## src/hw/rtl/tsc_pkg.sv

```systemverilog
`timescale 1ns / 1ps
// ----------------------------------------------------------------------------
// tsc_pkg
// Shared types, constants and helpers of the tcp syn port counter.
// ----------------------------------------------------------------------------
package tsc_pkg;

  // counter store geometry (port index is the destination port modulo the depth)
  localparam int unsigned PORT_COUNT = 65536;
  localparam int unsigned PORT_BITS  = $clog2(PORT_COUNT);
  localparam int unsigned COUNT_BITS = 32;
  localparam int unsigned ENTRY_BITS = 2 * COUNT_BITS;

  // widths of the word fields
  localparam int unsigned PORT_W  = 16;
  localparam int unsigned LEN_W   = 16;
  localparam int unsigned CNT_W   = 32;

  // output queue
  localparam int unsigned OUT_DEPTH    = 4;
  localparam int unsigned OUT_PTR_BITS = $clog2(OUT_DEPTH);
  localparam int unsigned OUT_CNT_BITS = $clog2(OUT_DEPTH + 1);

  // frame parsing constants
  localparam logic [15:0] MIN_FRAME    = 16'd54;
  localparam logic [6:0]  POS_MAX      = 7'd127;
  localparam logic [7:0]  ETH_VLAN_HI  = 8'h81;
  localparam logic [7:0]  ETH_IPV4_HI  = 8'h08;
  localparam logic [7:0]  FRAG_HI_MASK = 8'h1f;
  localparam logic [3:0]  IP_VERSION4  = 4'd4;
  localparam logic [7:0]  PROTO_TCP    = 8'd6;
  localparam logic [1:0]  MAX_TAGS     = 2'd2;

  // word kinds
  localparam logic MODE_FRAME    = 1'b0;
  localparam logic MODE_QUERY    = 1'b1;
  localparam logic KIND_VERDICT  = 1'b0;
  localparam logic KIND_READOUT  = 1'b1;

  localparam int unsigned NUM_PREFIX = 7;
  localparam logic [31:0] PREFIX_MASK [NUM_PREFIX] = '{
    32'hFFFFE000, 32'hFFFFF000, 32'hFFFFF000, 32'hFFFFF000,
    32'hFFFFE000, 32'hFFFFE000, 32'hFFFFC000
  };
  localparam logic [31:0] PREFIX_VALUE [NUM_PREFIX] = '{
    32'hCA264000, 32'hD22D4000, 32'hD22D7000, 32'hD3569000,
    32'hDEC34000, 32'h72D6A000, 32'h72D6C000
  };

  typedef struct packed {
    logic              counted;
    logic              outbound;
    logic [PORT_W-1:0] port;
  } verdict_t;

  typedef struct packed {
    logic              kind;
    logic              counted;
    logic              outbound;
    logic [PORT_W-1:0] port;
  } req_t;

  typedef struct packed {
    logic              kind;
    logic              counted;
    logic              outbound;
    logic [PORT_W-1:0] port;
    logic [CNT_W-1:0]  in_cnt;
    logic [CNT_W-1:0]  out_cnt;
  } res_t;

  typedef struct packed {
    logic                    busy;
    logic [OUT_CNT_BITS-1:0] inflight;
  } store_status_t;

  function automatic logic addr_is_local(input logic [31:0] addr);
    logic hit;
    hit = 1'b0;
    for (int i = 0; i < NUM_PREFIX; i++) begin
      if ((addr & PREFIX_MASK[i]) == PREFIX_VALUE[i]) begin
        hit = 1'b1;
      end
    end
    return hit;
  endfunction

endpackage

```

## src/hw/rtl/tsc_out_fifo.sv

```systemverilog
`timescale 1ns / 1ps
// ----------------------------------------------------------------------------
// tsc_out_fifo
// Small result queue that decouples the store pipeline from the output side.
// ----------------------------------------------------------------------------
module tsc_out_fifo (
  input  logic                                 clk_i,
  input  logic                                 rst_ni,
  input  logic                                 push_i,
  input  tsc_pkg::res_t                        wdata_i,
  input  logic                                 pop_i,
  output logic                                 not_empty_o,
  output tsc_pkg::res_t                        rdata_o,
  output logic [tsc_pkg::OUT_CNT_BITS-1:0]     count_o
);
  import tsc_pkg::*;

  res_t                    slot [OUT_DEPTH];
  logic [OUT_PTR_BITS-1:0] wr_ptr_q, rd_ptr_q;
  logic [OUT_CNT_BITS-1:0] cnt_q;
  logic                    do_pop;

  assign not_empty_o = (cnt_q != '0);
  assign rdata_o     = slot[rd_ptr_q];
  assign count_o     = cnt_q;
  assign do_pop      = pop_i && not_empty_o;

  always_ff @(posedge clk_i) begin
    if (push_i) slot[wr_ptr_q] <= wdata_i;
  end

  always_ff @(posedge clk_i or negedge rst_ni) begin
    if (!rst_ni) begin
      wr_ptr_q <= '0;
      rd_ptr_q <= '0;
      cnt_q    <= '0;
    end else begin
      if (push_i) wr_ptr_q <= wr_ptr_q + 1'b1;
      if (do_pop) rd_ptr_q <= rd_ptr_q + 1'b1;
      if (push_i && !do_pop)      cnt_q <= cnt_q + 1'b1;
      else if (!push_i && do_pop) cnt_q <= cnt_q - 1'b1;
    end
  end

endmodule

```

## config.mk

```make
export PLATFORM = sky130hd
export DESIGN_NAME = tsc_out_fifo
export DESIGN_NICKNAME = d
export VERILOG_FILES = /design/src/hw/rtl/tsc_pkg.sv /design/src/hw/rtl/tsc_out_fifo.sv
export SDC_FILE = /design/constraint.sdc
export NUM_CORES = 1
export LEC_CHECK = 0
export BUFFER_PORTS_ARGS = -buffer_cell sky130_fd_sc_hd__buf_2
export CORE_ASPECT_RATIO = 0.6
export CORE_MARGIN = 8
export CORE_UTILIZATION = 57
export DETAILED_ROUTE_END_ITERATION = 8
export MAX_ROUTING_LAYER = met4
export PLACE_DENSITY_LB_ADDON = 0.15
export SLEW_MARGIN = 25
export SYNTH_ARGS = -nofsm -noshare
export SYNTH_HDL_FRONTEND = slang
export SYNTH_SLANG_ARGS = --single-unit
```

## constraint.sdc

```tcl
create_clock -name clk_i -period 3.6 [get_ports clk_i]
set_input_delay 0.72 -clock clk_i [delete_from_list [all_inputs] [get_ports clk_i]]
set_output_delay 0.72 -clock clk_i [all_outputs]
set_load 0.02 [all_outputs]
```

# Word-level counts from Yosys, hierarchy flattened
# Memories as Yosys holds them, arrays and structs flattened.
# Index checks and enable logic that the tools add are counted.
# W data, S select, Z words.
[word_totals]
register_bits = 7
ram_bits = 332
input_bits = 87
out_inout_bits = 87
wordCells = 19
n_memories = 1
[classes]
add_sub_neg = 4
n_mux = 4
n_reduce_logical = 7
[mem_list]
columns = ["name", "depth", "word_bits", "read_ports", "rd_clocked_by_memory_dff", "write_ports", "line_no", "text"]
rows = [
  ["slot", 4, 83, 1, 0, 1, "tsc_out_fifo.sv:18", "res_t slot [OUT_DEPTH];"],
]
[op_table]
columns = ["op", "n"]
rows = [
  ["$mux W3", 2],
  ["$add A2 B1 Y2 const B", 2],
  ["$add A3 B1 Y3 const B", 1],
  ["$logic_and A1 B1 Y1", 3],
  ["$reduce_bool A3 Y1", 1],
  ["$sub A3 B1 Y3 const B", 1],
  ["$logic_not A1 Y1", 2],
  ["$mux W1", 2],
  ["$reduce_bool A2 Y1", 1],
]

# Logic depth before layout (Yosys ltp)
[depth]
word_depth = 5
ltp_mapped = 8
ltp_nobuf = 8

# Least setup slack after synthesis
# Ideal clock, no wire load.
[synth_timing]
kind = "input-to-reg"
start = "in push_i"
end = "mem slot[0][0] in the netlist's numbering (enable)"
setup_time_ns = 0.450
arrival_ns = 2.650
required_time_ns = 3.150
path_slack_ns = 0.500
path_stages = 1
n_path_buf = 0
cell_sequence = "and2_1"
[synth_between]
elab_chain_len = 2
[synth_lines]
columns = ["element", "line_no", "text"]
rows = [
  ["from (decl)", "tsc_out_fifo.sv:9", "input logic push_i,"],
  ["$mux W1", "tsc_out_fifo.sv:29", "if (push_i) slot[wr_ptr_q] <= wdata_i;"],
  ["$mux W1 (implied by the code)", "tsc_out_fifo.sv:29", ""],
  ["to (decl)", "tsc_out_fifo.sv:18", ""],
]
# Every way passes these cells.

==> results.sh <==
export IMPL_fp_coreArea_um2=21200
export IMPL_row_count=41
export IMPL_synthesis_area_um2=12400
export IMPL_wl_per_cell_um=23.5
export IMPL_num_fill_cells=1311
export IMPL_whs_ns=0.402
export IMPL_critical_path_class="flip-flop to output pin"
export IMPL_worstMarginPinSlew_ns=0.659
export IMPL_reg2regPathDepth=8
export IMPL_vdd_ir_drop_max_uv=503
export IMPL_min_from="wdata_i[3]"
export IMPL_initial_core_util_pct=58.6
export IMPL_final_min_clock_period_ns=3.11
export IMPL_cts_buffers=29
export IMPL_place_gp_congestion=0.714
export IMPL_postSynthAreaPerCell_um2=26.6
export IMPL_combPwrFrac_pct=30.9
export IMPL_ys_seq_area_share_pct=81.7
export IMPL_period_share_pct=86.5
export IMPL_leakage_uw=0.00499
export IMPL_setup_slack_ns=0.486
export IMPL_drcViolationCount=0
export IMPL_status="completed"
export IMPL_setup_viol=0
export IMPL_antenna_found_initial=4
export IMPL_met1_usage_pct=22.2
export IMPL_hold_class="primary input to flip-flop"
export IMPL_p_switching_uw=3840
export IMPL_die_area_um2=26900
export IMPL_r2r_end="count_o[2]$_DFFE_PN0P_"
export IMPL_io_buffers=173
export IMPL_grt_use_total_pct=17.8
export IMPL_power_frac_seq_pct=44.5
export IMPL_dr_total_vias=5473
export IMPL_cp_end_kind="output pin"
export IMPL_die_x_um=207
export IMPL_synth_most_common_cell="edfxtp_1"
export IMPL_whs_endpoint="slot[0][3]$_DFFE_PP_"
export IMPL_yosys_top_cells_count="332 x edfxtp_1, 83 x mux4_2, 7 x buf_2, 7 x dfrtp_1, 6 x buf_12"
export IMPL_cap_violations=0
export IMPL_grt_max_degree=44
export IMPL_finalMaxSlewViolations=0
export IMPL_first_global_vias=6000
export IMPL_clock_sinks=339
export IMPL_ys_ff_latch=339
export IMPL_cts_reportedPaths_clkPinSlew_ns=0.06
export IMPL_drt_iter0_markers=291
export IMPL_firstDrtPassIters=4
export IMPL_synth_top_area_share_pct=80.3
export IMPL_vias_per_cell=5.61
export IMPL_fp_dieH_um=130
export IMPL_post_cts_setup_buffers=0
export IMPL_clkPwrFrac_pct=24.6
export IMPL_num_nets_final=762
export IMPL_clockBufferDepth=3
export IMPL_fin_setup_tns_ns=0
export IMPL_drtAntennaViolNets=0
export IMPL_reg2reg_setup_slack_ns=1.46
export IMPL_ys_flop_type="edfxtp_1"
export IMPL_cp_start_kind="flip-flop"
export IMPL_synth_area_leaders="edfxtp_1 80%, mux4_2 15%, dfrtp_1 1.4%, buf_12 0.97%, ha_1 0.50%"
export IMPL_layout_drive_gt1_share_pct=46.0
export IMPL_synth_edf_count=332
export IMPL_worstHoldPathCells=1
export IMPL_grt_busiest_layer="met2"
export IMPL_syn_nets=560
export IMPL_worstReg2RegStart="count_o[0]$_DFFE_PN0P_"
export IMPL_grt_pass1_wl_um=35000
export IMPL_syn_inst=467
export IMPL_place_ws_ns=0.998
export IMPL_swShare_pct=31.1
export IMPL_rsz0062_at_grt="false"
export IMPL_met2_usage_pct=29.2
export IMPL_max_slew_margin_pct=56.0
export IMPL_critical_path_arrival_ns=2.39
export IMPL_dp_hpwl_um=14700
export IMPL_cts_root_buf="clkbuf_16"
export IMPL_use_met3_pct=5.50
export IMPL_areaGrowthSynthToFinish_pct=17.3
export IMPL_synth_largest_area_cell="edfxtp_1"
export IMPL_hold_viol_final=0
export IMPL_wirelength_um=22900
export IMPL_powerDensity_nw_per_um2=848
export IMPL_io_pins=174
export IMPL_fmax_mhz=321
export IMPL_htreeDepth=1
export IMPL_clkLatencyLatePin_ns=0.53
export IMPL_fin_skew_ns=0.00563
export IMPL_async_flop_share_pct=2.06
export IMPL_crit_required_ns=2.88
export IMPL_path_max_fanout=21
export IMPL_synth_distinct_cells=20
export IMPL_overflow=0
export IMPL_p_int_uw=8520
export IMPL_cts_tree="yes"
export IMPL_yosysWarnings=0
state kept, by name (all words and copies together), names as in the netlist:
signal,count
slot,332
count_o,3
rd_ptr_q,2
wr_ptr_q,2
placed cells by master, fill, tap and decap left out, types with 4 or more instances in the layout:
cell type  synthesis  final
and2_4             0      4
buf_2              7    173
buf_4              3     13
bufinv_16          0      4
clkbuf_1           2      4
clkbuf_16          0     29
clkinv_1           0     10
dfrtp_1            7      5
diode_2            0      6
edfxtp_1         332    332
ha_1               5      5
mux4_2            83     83
critical path: stages, from the launching register on:
cell,delay [ns]
dfrtp_4,0.71
buf_4,0.40
mux4_2,0.56
buf_2,0.19
power by group through the flow:
stage	clock, uW	combinational, uW	sequential [uW]
2_1_floorplan	0	2880	5430
3_3_place_gp	0	3870	5560
3_5_place_dp	0	3920	5600
4_1_cts	3110	3930	5520
5_1_grt	3250	4120	5580
6_report	3040	3820	5500
per-stage QoR:
stage | power, uW | area, um^2 | instances | util, %
final | 12400 | 14600 | 976 | 68.8
after global routing | 12900 | 14600 | 974 | 68.8
after CTS | 12600 | 14600 | 970 | 68.7
after detailed placement | 9520 | 13600 | 916 | 64.3
after global placement | 9430 | 13600 | 916 | 64.3
after floorplan | 8320 | 12400 | 467 | -
logic make-up (layout without fill, tap and decap cells):
logic type | after synthesis | after routing | share of synthesized area [%]
other cells | 0 | 6 | 0
buf+inv | 22 | 246 | 1.67
flops | 339 | 339 | 81.7
compound gates | 1 | 1 | 0.0403
fa+ha+maj | 6 | 6 | 0.665
simple gates | 9 | 9 | 0.383
xor+xnor | 6 | 6 | 0.423
mux | 84 | 84 | 15.1
final cells by class:
type                            count  area (um^2)  share of cell area (%)
Multi-Input combinational cell    106         2080                    14.3
Clock inverter                     20          195                    1.34
Tap cell                          279          349                    2.40
Inverter                            3         11.3                  0.0773
Timing Repair Buffer              190         1030                    7.09
Antenna cell                        6         15.0                   0.103
Sequential cell                   339        10200                    69.7
Clock buffer                       33          741                    5.08
how the worst max path moves through the flow:
stage | start | end | slack, ns | cells past startpoint
after global placement | rd_ptr_q[0]$_DFFE_PN0P_ | rdata_o[44] | 1.0 | 3
final | rd_ptr_q[0]$_DFFE_PN0P_ | rdata_o[60] | 0.49 | 3
after floorplan | push_i | slot[0][0]$_DFFE_PP_ | 0.50 | 1
after global routing | rd_ptr_q[0]$_DFFE_PN0P_ | rdata_o[44] | 0.33 | 3
after detailed placement | rd_ptr_q[0]$_DFFE_PN0P_ | rdata_o[47] | 1.0 | 3
after CTS | rd_ptr_q[0]$_DFFE_PN0P_ | rdata_o[60] | 0.43 | 3
repair_timing:
action	CTS	global route
gates resized for setup	0	0
hold endpoints to repair	4	0
setup endpoints to repair	0	0
hold buffers	1	0
per-layer routing:
metal,vias up,wire (um)
met5,-,0
li1,2421,-
met4,0,303
met2,137,11500
met1,2883,9440
met3,32,1730
(Power assumes the default switching activity.)
