$ cat src/hw/rtl/tsc_pkg.sv
`timescale 1ns / 1ps
// ----------------------------------------------------------------------------
// tsc_pkg
// Shared types, constants and helpers of the tcp syn port counter.
// ----------------------------------------------------------------------------
package tsc_pkg;

  // counter store geometry (port index is the destination port modulo the depth)
  localparam int unsigned PORT_COUNT = 65536;
  localparam int unsigned PORT_BITS  = $clog2(PORT_COUNT);
  localparam int unsigned COUNT_BITS = 32;
  localparam int unsigned ENTRY_BITS = 2 * COUNT_BITS;

  // widths of the word fields
  localparam int unsigned PORT_W  = 16;
  localparam int unsigned LEN_W   = 16;
  localparam int unsigned CNT_W   = 32;

  // output queue
  localparam int unsigned OUT_DEPTH    = 4;
  localparam int unsigned OUT_PTR_BITS = $clog2(OUT_DEPTH);
  localparam int unsigned OUT_CNT_BITS = $clog2(OUT_DEPTH + 1);

  // frame parsing constants
  localparam logic [15:0] MIN_FRAME    = 16'd54;
  localparam logic [6:0]  POS_MAX      = 7'd127;
  localparam logic [7:0]  ETH_VLAN_HI  = 8'h81;
  localparam logic [7:0]  ETH_IPV4_HI  = 8'h08;
  localparam logic [7:0]  FRAG_HI_MASK = 8'h1f;
  localparam logic [3:0]  IP_VERSION4  = 4'd4;
  localparam logic [7:0]  PROTO_TCP    = 8'd6;
  localparam logic [1:0]  MAX_TAGS     = 2'd2;

  // word kinds
  localparam logic MODE_FRAME    = 1'b0;
  localparam logic MODE_QUERY    = 1'b1;
  localparam logic KIND_VERDICT  = 1'b0;
  localparam logic KIND_READOUT  = 1'b1;

  localparam int unsigned NUM_PREFIX = 7;
  localparam logic [31:0] PREFIX_MASK [NUM_PREFIX] = '{
    32'hFFFFE000, 32'hFFFFF000, 32'hFFFFF000, 32'hFFFFF000,
    32'hFFFFE000, 32'hFFFFE000, 32'hFFFFC000
  };
  localparam logic [31:0] PREFIX_VALUE [NUM_PREFIX] = '{
    32'hCA264000, 32'hD22D4000, 32'hD22D7000, 32'hD3569000,
    32'hDEC34000, 32'h72D6A000, 32'h72D6C000
  };

  typedef struct packed {
    logic              counted;
    logic              outbound;
    logic [PORT_W-1:0] port;
  } verdict_t;

  typedef struct packed {
    logic              kind;
    logic              counted;
    logic              outbound;
    logic [PORT_W-1:0] port;
  } req_t;

  typedef struct packed {
    logic              kind;
    logic              counted;
    logic              outbound;
    logic [PORT_W-1:0] port;
    logic [CNT_W-1:0]  in_cnt;
    logic [CNT_W-1:0]  out_cnt;
  } res_t;

  typedef struct packed {
    logic                    busy;
    logic [OUT_CNT_BITS-1:0] inflight;
  } store_status_t;

  function automatic logic addr_is_local(input logic [31:0] addr);
    logic hit;
    hit = 1'b0;
    for (int i = 0; i < NUM_PREFIX; i++) begin
      if ((addr & PREFIX_MASK[i]) == PREFIX_VALUE[i]) begin
        hit = 1'b1;
      end
    end
    return hit;
  endfunction

endpackage

$ cat src/hw/rtl/tsc_parser.sv
`timescale 1ns / 1ps
// ----------------------------------------------------------------------------
// tsc_parser
// Byte-wise header parser; gives the frame verdict with the final byte.
// ----------------------------------------------------------------------------
module tsc_parser (
  input  logic                     clk_i,
  input  logic                     rst_ni,
  input  logic                     byte_vld_i,
  input  logic [7:0]               data_byte_i,
  input  logic                     last_byte_i,
  input  logic [tsc_pkg::LEN_W-1:0] frame_length_i,
  output tsc_pkg::verdict_t        verdict_o
);
  import tsc_pkg::*;

  logic [6:0]  pos_q, pos_d;
  logic [1:0]  vlan_q, vlan_d;
  logic        ipv4_q, ipv4_d;
  logic [3:0]  hw_q, hw_d;
  logic        ok_q, ok_d;
  logic [15:0] tot_q, tot_d;
  logic [31:0] src_q, src_d;
  logic [15:0] dst_q, dst_d;
  logic        syn_q, syn_d;
  logic [7:0]  type_q, type_d;

  logic [6:0]  base;
  logic [6:0]  hdr_start;
  logic [6:0]  ofs;
  logic [3:0]  hw_eff;
  logic [6:0]  tcp_ofs;
  logic [7:0]  s_n;
  logic [7:0]  t13;
  logic [7:0]  need;
  logic [15:0] room;

  always_comb begin
    pos_d  = pos_q;
    vlan_d = vlan_q;
    ipv4_d = ipv4_q;
    hw_d   = hw_q;
    ok_d   = ok_q;
    tot_d  = tot_q;
    src_d  = src_q;
    dst_d  = dst_q;
    syn_d  = syn_q;
    type_d = type_q;

    base      = 7'd12 + {3'b000, vlan_q, 2'b00};
    hdr_start = base + 7'd2;
    ofs       = pos_q - hdr_start;
    hw_eff    = (ofs == 7'd0) ? data_byte_i[3:0] : hw_q;
    tcp_ofs   = {1'b0, hw_eff, 2'b00};

    if (ok_q) begin
      if (!ipv4_q) begin
        // ethertype, possibly behind up to two vlan tags
        if (pos_q == base) begin
          type_d = data_byte_i;
        end else if (pos_q == base + 7'd1) begin
          if (vlan_q < MAX_TAGS && type_q == ETH_VLAN_HI && data_byte_i == 8'd0) begin
            vlan_d = vlan_q + 2'd1;
          end else if (type_q == ETH_IPV4_HI && data_byte_i == 8'd0) begin
            ipv4_d = 1'b1;
          end else begin
            ok_d = 1'b0;
          end
        end
      end else if (pos_q >= hdr_start) begin
        if (ofs == 7'd0) begin
          if (data_byte_i[7:4] != IP_VERSION4) ok_d = 1'b0;
          hw_d = data_byte_i[3:0];
        end
        if (ofs == 7'd2) tot_d[15:8] = data_byte_i;
        if (ofs == 7'd3) tot_d[7:0] = data_byte_i;
        if (ofs == 7'd6 && (data_byte_i & FRAG_HI_MASK) != 8'd0) ok_d = 1'b0;
        if (ofs == 7'd7 && data_byte_i != 8'd0) ok_d = 1'b0;
        if (ofs == 7'd9 && data_byte_i != PROTO_TCP) ok_d = 1'b0;
        if (ofs >= 7'd12 && ofs <= 7'd15) src_d = {src_q[23:0], data_byte_i};
        if (ofs == tcp_ofs + 7'd2) dst_d[15:8] = data_byte_i;
        if (ofs == tcp_ofs + 7'd3) dst_d[7:0] = data_byte_i;
        if (ofs == tcp_ofs + 7'd13) syn_d = data_byte_i[1] & ~data_byte_i[4];
      end
    end

    if (pos_q != POS_MAX) pos_d = pos_q + 7'd1;
  end

  // verdict from the state as it stands after this byte
  always_comb begin
    s_n  = 8'd14 + {4'b0000, vlan_d, 2'b00};
    t13  = {2'b00, hw_d, 2'b00} + 8'd13;
    need = s_n + ((t13 > 8'd15) ? t13 : 8'd15) + 8'd1;
    room = frame_length_i - {8'h00, s_n};
    verdict_o.counted = (frame_length_i >= MIN_FRAME) && ipv4_d && ok_d && syn_d &&
                        ({1'b0, pos_d} >= need) && (tot_d <= room);
    verdict_o.outbound = addr_is_local(src_d);
    verdict_o.port     = dst_d;
  end

  always_ff @(posedge clk_i or negedge rst_ni) begin
    if (!rst_ni) begin
      pos_q  <= '0;
      vlan_q <= '0;
      ipv4_q <= 1'b0;
      hw_q   <= '0;
      ok_q   <= 1'b1;
      tot_q  <= '0;
      src_q  <= '0;
      dst_q  <= '0;
      syn_q  <= 1'b0;
      type_q <= '0;
    end else if (byte_vld_i) begin
      if (last_byte_i) begin
        pos_q  <= '0;
        vlan_q <= '0;
        ipv4_q <= 1'b0;
        hw_q   <= '0;
        ok_q   <= 1'b1;
        tot_q  <= '0;
        src_q  <= '0;
        dst_q  <= '0;
        syn_q  <= 1'b0;
        type_q <= '0;
      end else begin
        pos_q  <= pos_d;
        vlan_q <= vlan_d;
        ipv4_q <= ipv4_d;
        hw_q   <= hw_d;
        ok_q   <= ok_d;
        tot_q  <= tot_d;
        src_q  <= src_d;
        dst_q  <= dst_d;
        syn_q  <= syn_d;
        type_q <= type_d;
      end
    end
  end

endmodule

$ cat config.mk
export PLATFORM = sky130hd
export DESIGN_NAME = tsc_parser
export DESIGN_NICKNAME = d
export VERILOG_FILES = /design/src/hw/rtl/tsc_pkg.sv /design/src/hw/rtl/tsc_parser.sv
export SDC_FILE = /design/constraint.sdc
export NUM_CORES = 1
export LEC_CHECK = 0
export ABC_AREA = 1
export BUFFER_PORTS_ARGS = -buffer_cell sky130_fd_sc_hd__buf_2
export CAP_MARGIN = 20
export CORE_MARGIN = 2
export CORE_UTILIZATION = 55
export CTS_BUF_LIST = sky130_fd_sc_hd__clkbuf_8
export DETAILED_ROUTE_END_ITERATION = 7
export HOLD_SLACK_MARGIN = 0.02
export PLACE_DENSITY = 0.77
export SLEW_MARGIN = 10
export SYNTH_ARGS = -nofsm -noshare
export SYNTH_HDL_FRONTEND = slang
export SYNTH_SLANG_ARGS = --single-unit
$ cat constraint.sdc
create_clock -name clk_i -period 7.5 [get_ports clk_i]
set_input_delay 1.5 -clock clk_i [delete_from_list [all_inputs] [get_ports clk_i]]
set_output_delay 1.5 -clock clk_i [all_outputs]
set_load 0.02 [all_outputs]
---- Word level (Yosys, flattened, before mapping) ----
Cells that the tools add are included.
operators by class
  add/sub/neg operators ................... 14
  magnitude comparators ................... 8
  eq/ne operators ......................... 23
  multiplexer cells ....................... 66
  bitwise operators ....................... 2
  reductions and logical operators ........ 23
operator list
  kind                                                                                   count
  32-bit two-way mux                                                                     5
  16-bit two-way mux                                                                     8
  8-bit two-way mux                                                                      8
  20-bit == test (second input constant)                                                 3
  19-bit == test (second input constant)                                                 2
  1-bit two-way mux                                                                      31
  7-bit == test                                                                          3
  7-bit two-way mux                                                                      3
  4-bit two-way mux                                                                      5
  19-bit by 18-bit == test with 1-bit output (second input constant)                     1
  18-bit by 17-bit == test with 1-bit output (second input constant)                     1
  16-bit by 6-bit greater-or-equal comparator with 1-bit output (second input constant)  1
  16-bit less-or-equal comparator                                                        1
  8-bit nonzero test                                                                     2
  16-bit by 5-bit subtractor with 16-bit output                                          1
  6-bit by 2-bit adder with 7-bit output (second input constant)                         2
  6-bit by 4-bit adder with 7-bit output (second input constant)                         2
  7-bit by 2-bit == test with 1-bit output (second input constant)                       2
  7-bit by 3-bit == test with 1-bit output (second input constant)                       2
  1-bit logical AND                                                                      12
  2-bit two-way mux                                                                      6
  4-bit by 4-bit adder with 5-bit output (first input constant)                          2
  2-bit nonzero test                                                                     5
  5-bit by 7-bit adder with 8-bit output                                                 1
  27 further kinds                                                                       27
storage, ports and cells
  register bits after elaboration ......... 88
  input port bits ......................... 28
  output and inout bits ................... 18
  logic and storage cells ................. 147

---- Logic depth before layout (Yosys ltp) ----
Gate-level depths: netlist of the first run.
  depth after elaboration ................. 17
  mapped depth ............................ 36
  mapped depth without buffers ............ 36

---- Worst setup path after synthesis of the first run ----
Ideal clock, no wire load.
  path type ............................... input-to-output
  start ................................... in data_byte_i[5]
  end ..................................... out verdict_o[17] in the netlist's numbering
  data arrival time ....................... 5547 ps
  required time ........................... 6000 ps
  setup slack ............................. 453 ps
  stages on the path ...................... 26
  path buffers ............................ 0
  cell sequence ........................... inv_1 -> nand3_1 -> nor2_1 -> nand2_1 -> nor3_1 -> nand3_1 -> xor2_1 -> inv_1 -> ha_1 -> ha_1 -> nand2_1 -> nor2_1 -> a211oi_1 -> nand2_1 -> or3_1 -> nor4_1 -> xnor2_1 -> ha_1 -> nand3_1 -> nor3_1 -> nand2_1 -> nand2_1 -> nand2_1 -> nor2_1 -> nand3_1 -> nor2_1
RTL lines
  element          line              source
  start, declared  tsc_parser.sv:10  input logic [7:0] data_byte_i,
  end, declared    tsc_parser.sv:13  output tsc_pkg::verdict_t verdict_o

==> impl_metrics.json, run 1 <==
{
  "status": "completed",
  "drt_wl_total_mm": 17.0,
  "ys_warn_count": 0,
  "crit_path_start": "vlan_q[0]$_DFFE_PN0P_",
  "r2r_slack_ns": 2.89,
  "drt-wirelength-per-cell_um": 15.1,
  "clkPwrFrac_pct": 35.2,
  "place_ws_ns": -0.0806,
  "grt_start_max_net_pins": 72,
  "fmax_mhz": 138,
  "synth-adder-area-share_pct": 8.65,
  "clkSinkCount": 88,
  "ys_seq_area_share_pct": 34.0,
  "rows": 39,
  "finalMaxSlewViolations": 0,
  "synth-seq-cells": 88,
  "power.density_cell_area_nw_per_um2": 128,
  "cts.path.max_buffers": 2,
  "fin_skew_ns": 0.00812,
  "cts_tree": "yes",
  "pwr-share-comb_pct": 13.1,
  "overflow": 0,
  "synth_flop_cell": "dfrtp_1",
  "synth_edf_count": 0,
  "finalWorstSetupSlack_ns": 0.266,
  "maxCapViolCount": 0,
  "muxShareOfSynthArea_pct": 0,
  "antenna_found_initial": 0,
  "cp_common_cell": "nand2_1",
  "vias": 6239,
  "clk_pin_slew_ns": 0.09,
  "multiInputGateArea_um2": 3690,
  "cts_buffers": 9,
  "setup_viol_count_final": 0,
  "synthSimpleGateAreaFrac_pct": 31.0,
  "drive_above_1_share_pct": 14.2,
  "rr_endpoint": "src_q[2]$_DFFE_PN0P_",
  "netlist.area_leader.share_pct": 33.6,
  "max-vdd-ir-drop_mv": 0.106,
  "vias_per_cell": 5.55,
  "dr.pass1.iters": 5,
  "synthTopCellsByArea": "dfrtp_1 34%, nand2_1 15%, inv_1 8.5%, ha_1 7.7%, o22ai_1 5.4%",
  "fin_nets": 1047,
  "core_um2": 11500,
  "seqCellArea_um2": 2200,
  "fin_crit_sh_pct": 96.5,
  "synth_top_area_cell": "dfrtp_1",
  "io_pins": 46,
  "yosysMostFrequentCell": "nand2_1",
  "dpl.hpwl_mm": 12.2,
  "tightest_slew_ns": 1.06,
  "synth_xor_area_share_pct": 3.22,
  "slew_headroom_pct": 29.2,
  "initial_core_util_pct": 56.5,
  "endpoint_kind": "primary output",
  "port_buffers": 45,
  "syn_nets": 988,
  "p_switching_uw": 267,
  "p_sw_share_pct": 28.6,
  "drc": 0,
  "fillers": 1022,
  "synth_common_cells": "265 x nand2_1, 146 x inv_1, 87 x dfrtp_1",
  "startpoint_type": "flip-flop",
  "ys_async_sr_fraction_pct": 100,
  "critPathSlowestCell": "dfrtp_1",
  "worstRegToRegCells": 12,
  "worst-path-max-fanout": 6,
  "dieArea_um2": 12700,
  "critPathMaxStageDelay_ns": 0.42,
  "syn_inst": 917,
  "clkLatencyLatePin_ns": 0.37,
  "period_minus_slack_ns": 7.23,
  "holdWs_ns": 0.483,
  "synth_compound_area_share_pct": 12.3,
  "reg2reg_from": "vlan_q[0]$_DFFE_PN0P_",
  "yosysUniqueCellTypes": 52,
  "die_w_um": 113,
  "clock-root-buffer": "clkbuf_8",
  "synth_area_um2": 6480,
  "synthToLayoutAreaGrowth_pct": 12.2,
  "worstPathArrival_ns": 5.73,
  "hold_class": "flip-flop to flip-flop",
  "grt_pass1_vias": 5858,
  "grt_first_pass_wirelength_mm": 27.8,
  "die_y_um": 113,
  "postRouteAntennaNets": 0,
  "cts_hold_buffers": 0,
  "avgSynthCellArea_um2": 7.07,
  "grtUsageTotal_pct": 26.9,
  "worstSetupPathType": "flip-flop to primary output",
  "gp_congestion": 0.940,
  "cp-endpoint": "verdict_o[17]",
  "p_seq_share_pct": 51.7,
  "hold_violations": 0,
  "p_int_uw": 665,
  "drtIter0Drc": 482,
  "crit_required_ns": 6.00,
  "n_antenna_cell": 0,
  "p_leak_uw": 0.00404,
  "synth_top_family_by_area": "simple AND/OR/NAND/NOR gates",
  "h-tree-depth": 3
}
cell families after synthesis:
family / count (synthesis)
AO/OA/AOI/OAI: 135
buffers and inverters: 180
AND/OR/NAND/NOR: 448
flip-flops: 88
XOR/XNOR: 23
adder cells (fa/ha/maj): 43
placed cells by master (no fill, tap or decap), drive strengths merged, types with 2 or more instances in the layout:
| cell | n |
|---|---|
| nand2 | 275 |
| o22ai | 56 |
| a211oi | 2 |
| a22o | 2 |
| nor2 | 65 |
| fa | 3 |
| nand4 | 21 |
| xnor2 | 8 |
| buf | 73 |
| clkinv | 7 |
| nor3 | 10 |
| nand3 | 67 |
| ha | 40 |
| nand3b | 2 |
| o21ai | 44 |
| a21oi | 21 |
| inv | 154 |
| xor2 | 15 |
| clkbuf | 9 |
| dfrtp | 87 |
| nor4 | 4 |
cell type report:
cell class              count  share of cell area [%]
multi-input cells         649                    50.7
flip-flops and latches     88                    30.3
inverters                 155                    8.00
repair buffers             73                    6.02
well taps                 143                    2.46
clock buffers               9                    1.70
clock inverters             7                   0.894
per-layer routing:
| layer | up-vias | GRT usage [%] | routed length [um] |
|---|---|---|---|
| met2 | 189 | 44.8 | 8270 |
| li1 | 3103 | - | - |
| met1 | 2904 | 35.6 | 7380 |
| met5 | - | 0 | 0 |
| met3 | 43 | 4.64 | 823 |
| met4 | 0 | 9.51 | 495 |
sequential cells by signal, indices dropped and copies added (netlist names):
| name | count |
|---|---|
| src_q | 32 |
| tot_q | 16 |
| syn_q | 1 |
| dst_q | 16 |
| pos_q | 7 |
| type_q | 8 |
| ipv4_q | 1 |
| ok_q | 1 |
| hw_q | 4 |
| vlan_q | 2 |
power groups by stage:
| stage | clock [uW] | sequential (uW) | combinational [uW] |
|---|---|---|---|
| 2_1_floorplan | 0 | 490 | 67.6 |
| 3_3_place_gp | 0 | 490 | 116 |
| 3_5_place_dp | 0 | 491 | 118 |
| 4_1_cts | 332 | 481 | 119 |
| 5_1_grt | 353 | 482 | 133 |
| 6_report | 328 | 481 | 122 |
stage by stage:
step / TNS, ns / power, uW / cell area (um^2) / util, % / instances
after floorplan: 0 / 557 / 6480 / - / 917
after global placement: 0 / 607 / 6900 / 60.2 / 1098
after detailed placement: -0.0806 / 608 / 6900 / 60.2 / 1098
after CTS: 0 / 932 / 7100 / 61.9 / 1114
after global routing: -0.108 / 968 / 7280 / 63.5 / 1124
final: 0 / 932 / 7280 / 63.5 / 1124
worst max-delay path, delay by kind of cell (launching register included):
family	cells	cell delay [ns]
flip-flops	1	0.42
AND/OR/NAND/NOR	17	2.26
buffers and inverters	4	0.50
adder cells (fa/ha/maj)	5	1.60
AO/OA/AOI/OAI	1	0.29
XOR/XNOR	2	0.28
worst min path at each step:
stage | from | end | slack, ns | cells after the start
3_3_place_gp | dst_q[2]$_DFFE_PN0P_ | dst_q[2]$_DFFE_PN0P_ | 0.46 | 2
2_1_floorplan | syn_q$_DFFE_PN0P_ | syn_q$_DFFE_PN0P_ | 0.45 | 2
5_1_grt | dst_q[12]$_DFFE_PN0P_ | dst_q[12]$_DFFE_PN0P_ | 0.52 | 2
3_5_place_dp | dst_q[8]$_DFFE_PN0P_ | dst_q[8]$_DFFE_PN0P_ | 0.47 | 2
4_1_cts | dst_q[11]$_DFFE_PN0P_ | dst_q[11]$_DFFE_PN0P_ | 0.49 | 2
6_report | dst_q[8]$_DFFE_PN0P_ | dst_q[8]$_DFFE_PN0P_ | 0.48 | 2
what timing repair did:
action                     in CTS  in global routing
buffers inserted                0                 10
resized for setup               2                 18
setup endpoints to repair       1                  1
pin swaps                       0                  6
Note: power is estimated with default switching activity, not from simulation.
==> run 2: changes to the inputs <==
==> constraint.sdc (replaced) <==
create_clock -name clk_i -period 7 [get_ports clk_i]
set_input_delay 1.4 -clock clk_i [delete_from_list [all_inputs] [get_ports clk_i]]
set_output_delay 1.4 -clock clk_i [all_outputs]
set_load 0.02 [all_outputs]
==> impl_metrics.json, run 2 (synthesis results as in run 1) <==
{
  "status": "completed",
  "critPathMaxStageDelay_ns": 0.39,
  "rows": 39,
  "io_pins": 46,
  "fin_crit_sh_pct": 97.6,
  "dpl.hpwl_mm": 12.1,
  "cts.path.max_buffers": 2,
  "startpoint_type": "primary input",
  "vias_per_cell": 5.60,
  "grtUsageTotal_pct": 27.0,
  "grt_pass1_vias": 5912,
  "finalWorstSetupSlack_ns": 0.165,
  "p_leak_uw": 0.00417,
  "dieArea_um2": 12700,
  "stdcell_count": 1141,
  "fmax_mhz": 146,
  "cts_buffers": 9,
  "clock-root-buffer": "clkbuf_8",
  "place_ws_ns": -0.146,
  "slew_headroom_pct": 37.7,
  "tightest_slew_ns": 0.934,
  "worstPathArrival_ns": 5.44,
  "drive_above_1_share_pct": 18.2,
  "drtIter0Drc": 570,
  "overflow": 0,
  "regMostFlops": "src_q",
  "hold_violations": 0,
  "core_um2": 11500,
  "die_y_um": 113,
  "crit_required_ns": 5.60,
  "fin_nets": 1064,
  "hold_class": "flip-flop to flip-flop",
  "grt_first_pass_wirelength_mm": 28.1,
  "reg_top3": "src_q (32), dst_q (16), tot_q (16)",
  "drc": 0,
  "cts_hold_buffers": 0,
  "dr.pass1.iters": 5,
  "largest_reg_flops": 32,
  "synthToLayoutAreaGrowth_pct": 17.7,
  "maxCapViolCount": 0,
  "finalMaxSlewViolations": 0,
  "antenna_found_initial": 0,
  "postRouteAntennaNets": 0,
  "cts_tree": "yes",
  "worst-path-max-fanout": 2,
  "drt_wl_total_mm": 17.3,
  "die_w_um": 113,
  "clkSinkCount": 88,
  "initial_core_util_pct": 56.5,
  "grt_start_max_net_pins": 73,
  "place_inst": 1112,
  "worstSetupPathType": "primary input to primary output",
  "final_common_cell": "nand2_1",
  "period_minus_slack_ns": 6.84,
  "setup_viol_count_final": 0,
  "gp_congestion": 0.908,
  "n_antenna_cell": 0,
  "fin_skew_ns": 0.0110,
  "h-tree-depth": 3,
  "critPathSlowestCell": "or3_1",
  "power.density_cell_area_nw_per_um2": 145,
  "drt-wirelength-per-cell_um": 15.2,
  "port_buffers": 45,
  "clkLatencyLatePin_ns": 0.37,
  "clk_pin_slew_ns": 0.10,
  "endpoint_kind": "primary output",
  "final_cell_mix": "258 x nand2_1, 138 x inv_1, 87 x dfrtp_1, 60 x nand3_1, 56 x o22ai_1",
  "vias": 6390,
  "max-vdd-ir-drop_mv": 0.105
}
-- run 2: metrics by stage --
step                util (%)  power [uW]  area, um^2  hold slack, ns  setup TNS [ns]
global route            66.6        1140        7630           0.510         -0.0898
finish                  66.6        1100        7630           0.485               0
detailed placement      61.1         654        7010           0.465          -0.146
global placement        61.1         653        7010           0.462               0
floorplan                  -         597        6480           0.449               0
CTS                     63.8        1100        7310           0.489               0
-- run 2: area by class of cell --
| cell class | count | area, um^2 |
|---|---|---|
| fill | 969 | 3830 |
| multi-input combinational | 649 | 3810 |
| sequential | 88 | 2200 |
| timing repair buffer | 90 | 597 |
| inverter | 155 | 589 |
| tap | 143 | 179 |
| clock buffer | 10 | 138 |
| clock inverter | 6 | 115 |
-- run 2: timing repair --
action / in CTS / in global routing
setup endpoints to repair: 1 / 1
hold endpoints to repair: 0 / 0
cloned: 0 / 0
resized for setup: 7 / 60
setup buffers: 1 / 12
pin swaps: 2 / 30
-- run 2: critical path: cells and delay by family --
family / cells / cell delay (ns)
adder cells (fa/ha/maj): 3 / 0.77
buffers and inverters: 5 / 0.53
AND/OR/NAND/NOR: 15 / 1.80
AO/OA/AOI/OAI: 4 / 0.58
XOR/XNOR: 2 / 0.33
-- run 2: worst paths after layout --
check	start	to	slack [ns]	cells past startpoint
max	data_byte_i[7]	verdict_o[17]	0.16	29
min	dst_q[8]$_DFFE_PN0P_	dst_q[8]$_DFFE_PN0P_	0.48	2
max reg2reg	vlan_q[1]$_DFFE_PN0P_	src_q[10]$_DFFE_PN0P_	3.32	14
min reg2reg	dst_q[8]$_DFFE_PN0P_	dst_q[8]$_DFFE_PN0P_	0.48	2
max in group asynchronous	rst_ni	vlan_q[0]$_DFFE_PN0P_	4.96	2
min in group asynchronous	rst_ni	src_q[12]$_DFFE_PN0P_	0.87	1
-- run 2: where the power goes --
part | total, uW | internal [uW] | switching (uW)
Sequential | 516 | 511 | 4.86
Combinational | 141 | 45.3 | 95.9
Clock | 448 | 249 | 199
-- run 2: metal layers --
metal / up-vias / share of wire [%] / track usage [%]
met4: 0 / 3.2 / 8.94
met1: 2991 / 43 / 35.9
met3: 43 / 5.3 / 4.16
met5: - / 0 / 0
li1: 3141 / - / -
met2: 215 / 49 / 45.5
==> run 3: changes to the inputs <==
--- a/config.mk
+++ b/config.mk
@@ -5,7 +5,6 @@
 export SDC_FILE = /design/constraint.sdc
 export NUM_CORES = 1
 export LEC_CHECK = 0
-export ABC_AREA = 1
 export BUFFER_PORTS_ARGS = -buffer_cell sky130_fd_sc_hd__buf_2
 export CAP_MARGIN = 20
 export CORE_MARGIN = 2
@@ -13,7 +12,7 @@
 export CTS_BUF_LIST = sky130_fd_sc_hd__clkbuf_8
 export DETAILED_ROUTE_END_ITERATION = 7
 export HOLD_SLACK_MARGIN = 0.02
-export PLACE_DENSITY = 0.77
+export PLACE_DENSITY = 0.76
 export SLEW_MARGIN = 10
 export SYNTH_ARGS = -nofsm -noshare
 export SYNTH_HDL_FRONTEND = slang
==> impl_metrics.json, run 3 <==
{
  "yosysMostFrequentCell": "dfrtp_1",
  "antenna_found_initial": 0,
  "critPathMaxStageDelay_ns": 0.55,
  "vias_per_cell": 6.63,
  "core_um2": 12600,
  "h-tree-depth": 3,
  "status": "finished, violations left",
  "cp_cell_sequence": "buf_6 > or4_4 > or2_4 > or3_4 > nor3_4 > xnor2_2 > inv_2 > ha_4 > ha_4 > a21oi_2 > o21bai_2 > or3_4 > buf_6 > nor4_4 > xnor2_1 > ha_2 > or3_4 > a221oi_4 > nor3_2 > nor4_2 > buf_4 > o211ai_1 > a2111oi_4 > buf_4",
  "cp_common_cell": "or3_4",
  "worstSetupPathType": "primary input to primary output",
  "reg_top3": "src_q (32), dst_q (16), tot_q (16)",
  "die_w_um": 117,
  "hold_class": "flip-flop to flip-flop",
  "cts_tree": "yes",
  "io_pins": 46,
  "initial_core_util_pct": 56.1,
  "port_buffers": 45,
  "place_ws_ns": -1.10,
  "cts_buffers": 9,
  "crit_required_ns": 5.60,
  "grtUsageTotal_pct": 27.2,
  "cts_hold_buffers": 0,
  "maxCapViolCount": 0,
  "multiInputGateArea_um2": 4730,
  "stdcell_area_um2": 8070,
  "clkLatencyLatePin_ns": 0.37,
  "crit_buf_inv": 5,
  "p_leak_uw": 0.00369,
  "critPathSlowestCell": "or4_4",
  "drtIter0Drc": 753,
  "synth_common_cells": "87 x dfrtp_1, 40 x ha_1, 39 x clkbuf_1",
  "final_common_cell": "dfrtp_1",
  "ys_seq_area_share_pct": 31.1,
  "worstPathArrival_ns": 6.54,
  "synth_edf_count": 0,
  "avgSynthCellArea_um2": 9.89,
  "power_uw": 1100,
  "gp_congestion": 0.933,
  "drt_wl_total_mm": 19.1,
  "violations": "setup timing",
  "max-vdd-ir-drop_mv": 0.0794,
  "dr.pass1.iters": 5,
  "regMostFlops": "src_q",
  "dpl.hpwl_mm": 13.2,
  "holdWs_ns": 0.513,
  "yosysUniqueCellTypes": 84,
  "syn_nets": 787,
  "cp.depth": 24,
  "rows": 41,
  "synth_top_area_cell": "dfrtp_1",
  "fin_nets": 839,
  "drc": 0,
  "synth_flop_cell": "dfrtp_1",
  "fin_crit_sh_pct": 113,
  "setup_viol_count_final": 1,
  "synth-seq-cells": 88,
  "synthToLayoutAreaGrowth_pct": 13.9,
  "clk_pin_slew_ns": 0.09,
  "finalWorstSetupSlack_ns": -0.937,
  "hold_violations": 0,
  "worst-path-max-fanout": 5,
  "power.density_cell_area_nw_per_um2": 136,
  "synthTopCellsByArea": "dfrtp_1 31%, ha_1 7.1%, mux2_2 4.8%, o2bb2ai_1 4.3%, a22o_1 3.6%",
  "grt_first_pass_wirelength_mm": 30.8,
  "clkSinkCount": 88,
  "vias": 6261,
  "startpoint_type": "primary input",
  "dieArea_um2": 13800,
  "synth_area_um2": 7080,
  "period_minus_slack_ns": 7.94,
  "overflow": 0,
  "placed_area_um2": 7680,
  "postRouteAntennaNets": 0,
  "fmax_mhz": 126,
  "netlist.area_leader.share_pct": 30.7,
  "fillers": 1055,
  "seqCellArea_um2": 2200,
  "final_cell_mix": "87 x dfrtp_1, 46 x buf_4, 40 x buf_2, 36 x ha_1, 35 x o2bb2ai_1",
  "finalMaxSlewViolations": 0,
  "drive_above_1_share_pct": 30.7,
  "clock-root-buffer": "clkbuf_8",
  "largest_reg_flops": 32,
  "ys_warn_count": 0,
  "crit_family": "simple AND/OR/NAND/NOR gates",
  "setup-tns-final_ns": -0.937,
  "rsz0062_at_grt": "yes",
  "grt_start_max_net_pins": 76,
  "endpoint_kind": "primary output",
  "grt_pass1_vias": 6055,
  "cts.path.max_buffers": 2,
  "die_y_um": 117,
  "syn_inst": 716,
  "ys_async_sr_fraction_pct": 100,
  "worstRegToRegCells": 14,
  "fin_skew_ns": 0.0107,
  "worstHoldPathCells": 1,
  "tightest_slew_ns": 0.822,
  "drt-wirelength-per-cell_um": 20.2,
  "slew_headroom_pct": 44.8,
  "n_antenna_cell": 0
}
## run 3: cell count changes in the layout (fill, tap and decap cells not counted), sizes merged, moves of 27 or more
| cell | delta |
|---|---|
| a22oi | +32 |
| nand3 | -50 |
| mux2 | +35 |
| nor2 | -34 |
| nand2 | -241 |
| a22o | +27 |
| inv | -128 |
| o22ai | -54 |
| o2bb2ai | +35 |
## run 3: cells by family (layout without fill, tap and decap cells)
kind of cell / after synthesis / in the layout / share of synthesized area (%)
buf+inv: 74 / 131 / 5.21
fa+ha+maj: 43 / 43 / 7.91
compound gates: 201 / 201 / 22.7
simple gates: 230 / 230 / 20.8
xor+xnor: 28 / 28 / 3.73
flops: 88 / 88 / 31.1
mux: 52 / 52 / 8.58
## run 3: power breakdown
| part | internal (uW) | switching, uW |
|---|---|---|
| clock network | 210 | 192 |
| registers | 519 | 14.6 |
| logic | 58.8 | 106 |
| total | 787 | 312 |
## run 3: what timing repair did
action / 4_1_cts / 5_1_grt
setup endpoints to repair: 1 / 1
resized for setup: 7 / 21
hold endpoints to repair: 0 / 0
pin swaps: 5 / 21
buffers inserted: 1 / 3
## run 3: area by class of cell
cell class	count	area share, %
Multi-Input combinational cell	554	58.6
Sequential cell	88	27.3
Timing Repair Buffer	92	7.64
Tap cell	172	2.67
Clock buffer	10	1.71
Inverter	23	1.07
Clock inverter	6	1.05
## run 3: worst paths after layout
| kind | slack (ns) | endpoint | start |
|---|---|---|---|
| setup / recovery | -0.94 | verdict_o[17] | data_byte_i[3] |
| hold / removal | 0.51 | tot_q[6]$_DFFE_PN0P_ | tot_q[6]$_DFFE_PN0P_ |
| setup reg to reg | 2.84 | src_q[8]$_DFFE_PN0P_ | vlan_q[1]$_DFFE_PN0P_ |
| hold reg to reg | 0.51 | tot_q[6]$_DFFE_PN0P_ | tot_q[6]$_DFFE_PN0P_ |
| max in group asynchronous | 4.98 | type_q[6]$_DFFE_PN0P_ | rst_ni |
| min in group asynchronous | 0.95 | src_q[21]$_DFFE_PN0P_ | rst_ni |
## run 3: per-layer routing
metal / part of all wire [%] / vias to the layer above / global-route usage, %
li1: - / 2865 / -
met1: 44 / 3151 / 36.8
met2: 49 / 211 / 44.6
met3: 5.1 / 34 / 4.26
met4: 1.8 / 0 / 9.49
met5: 0 / - / 0
## run 3: through the flow
stage | std cells | util, %
final | 945 | 63.9
after global routing | 945 | 63.9
after CTS | 941 | 62.9
after detailed placement | 924 | 60.9
after global placement | 923 | 60.8
after floorplan | 716 | -
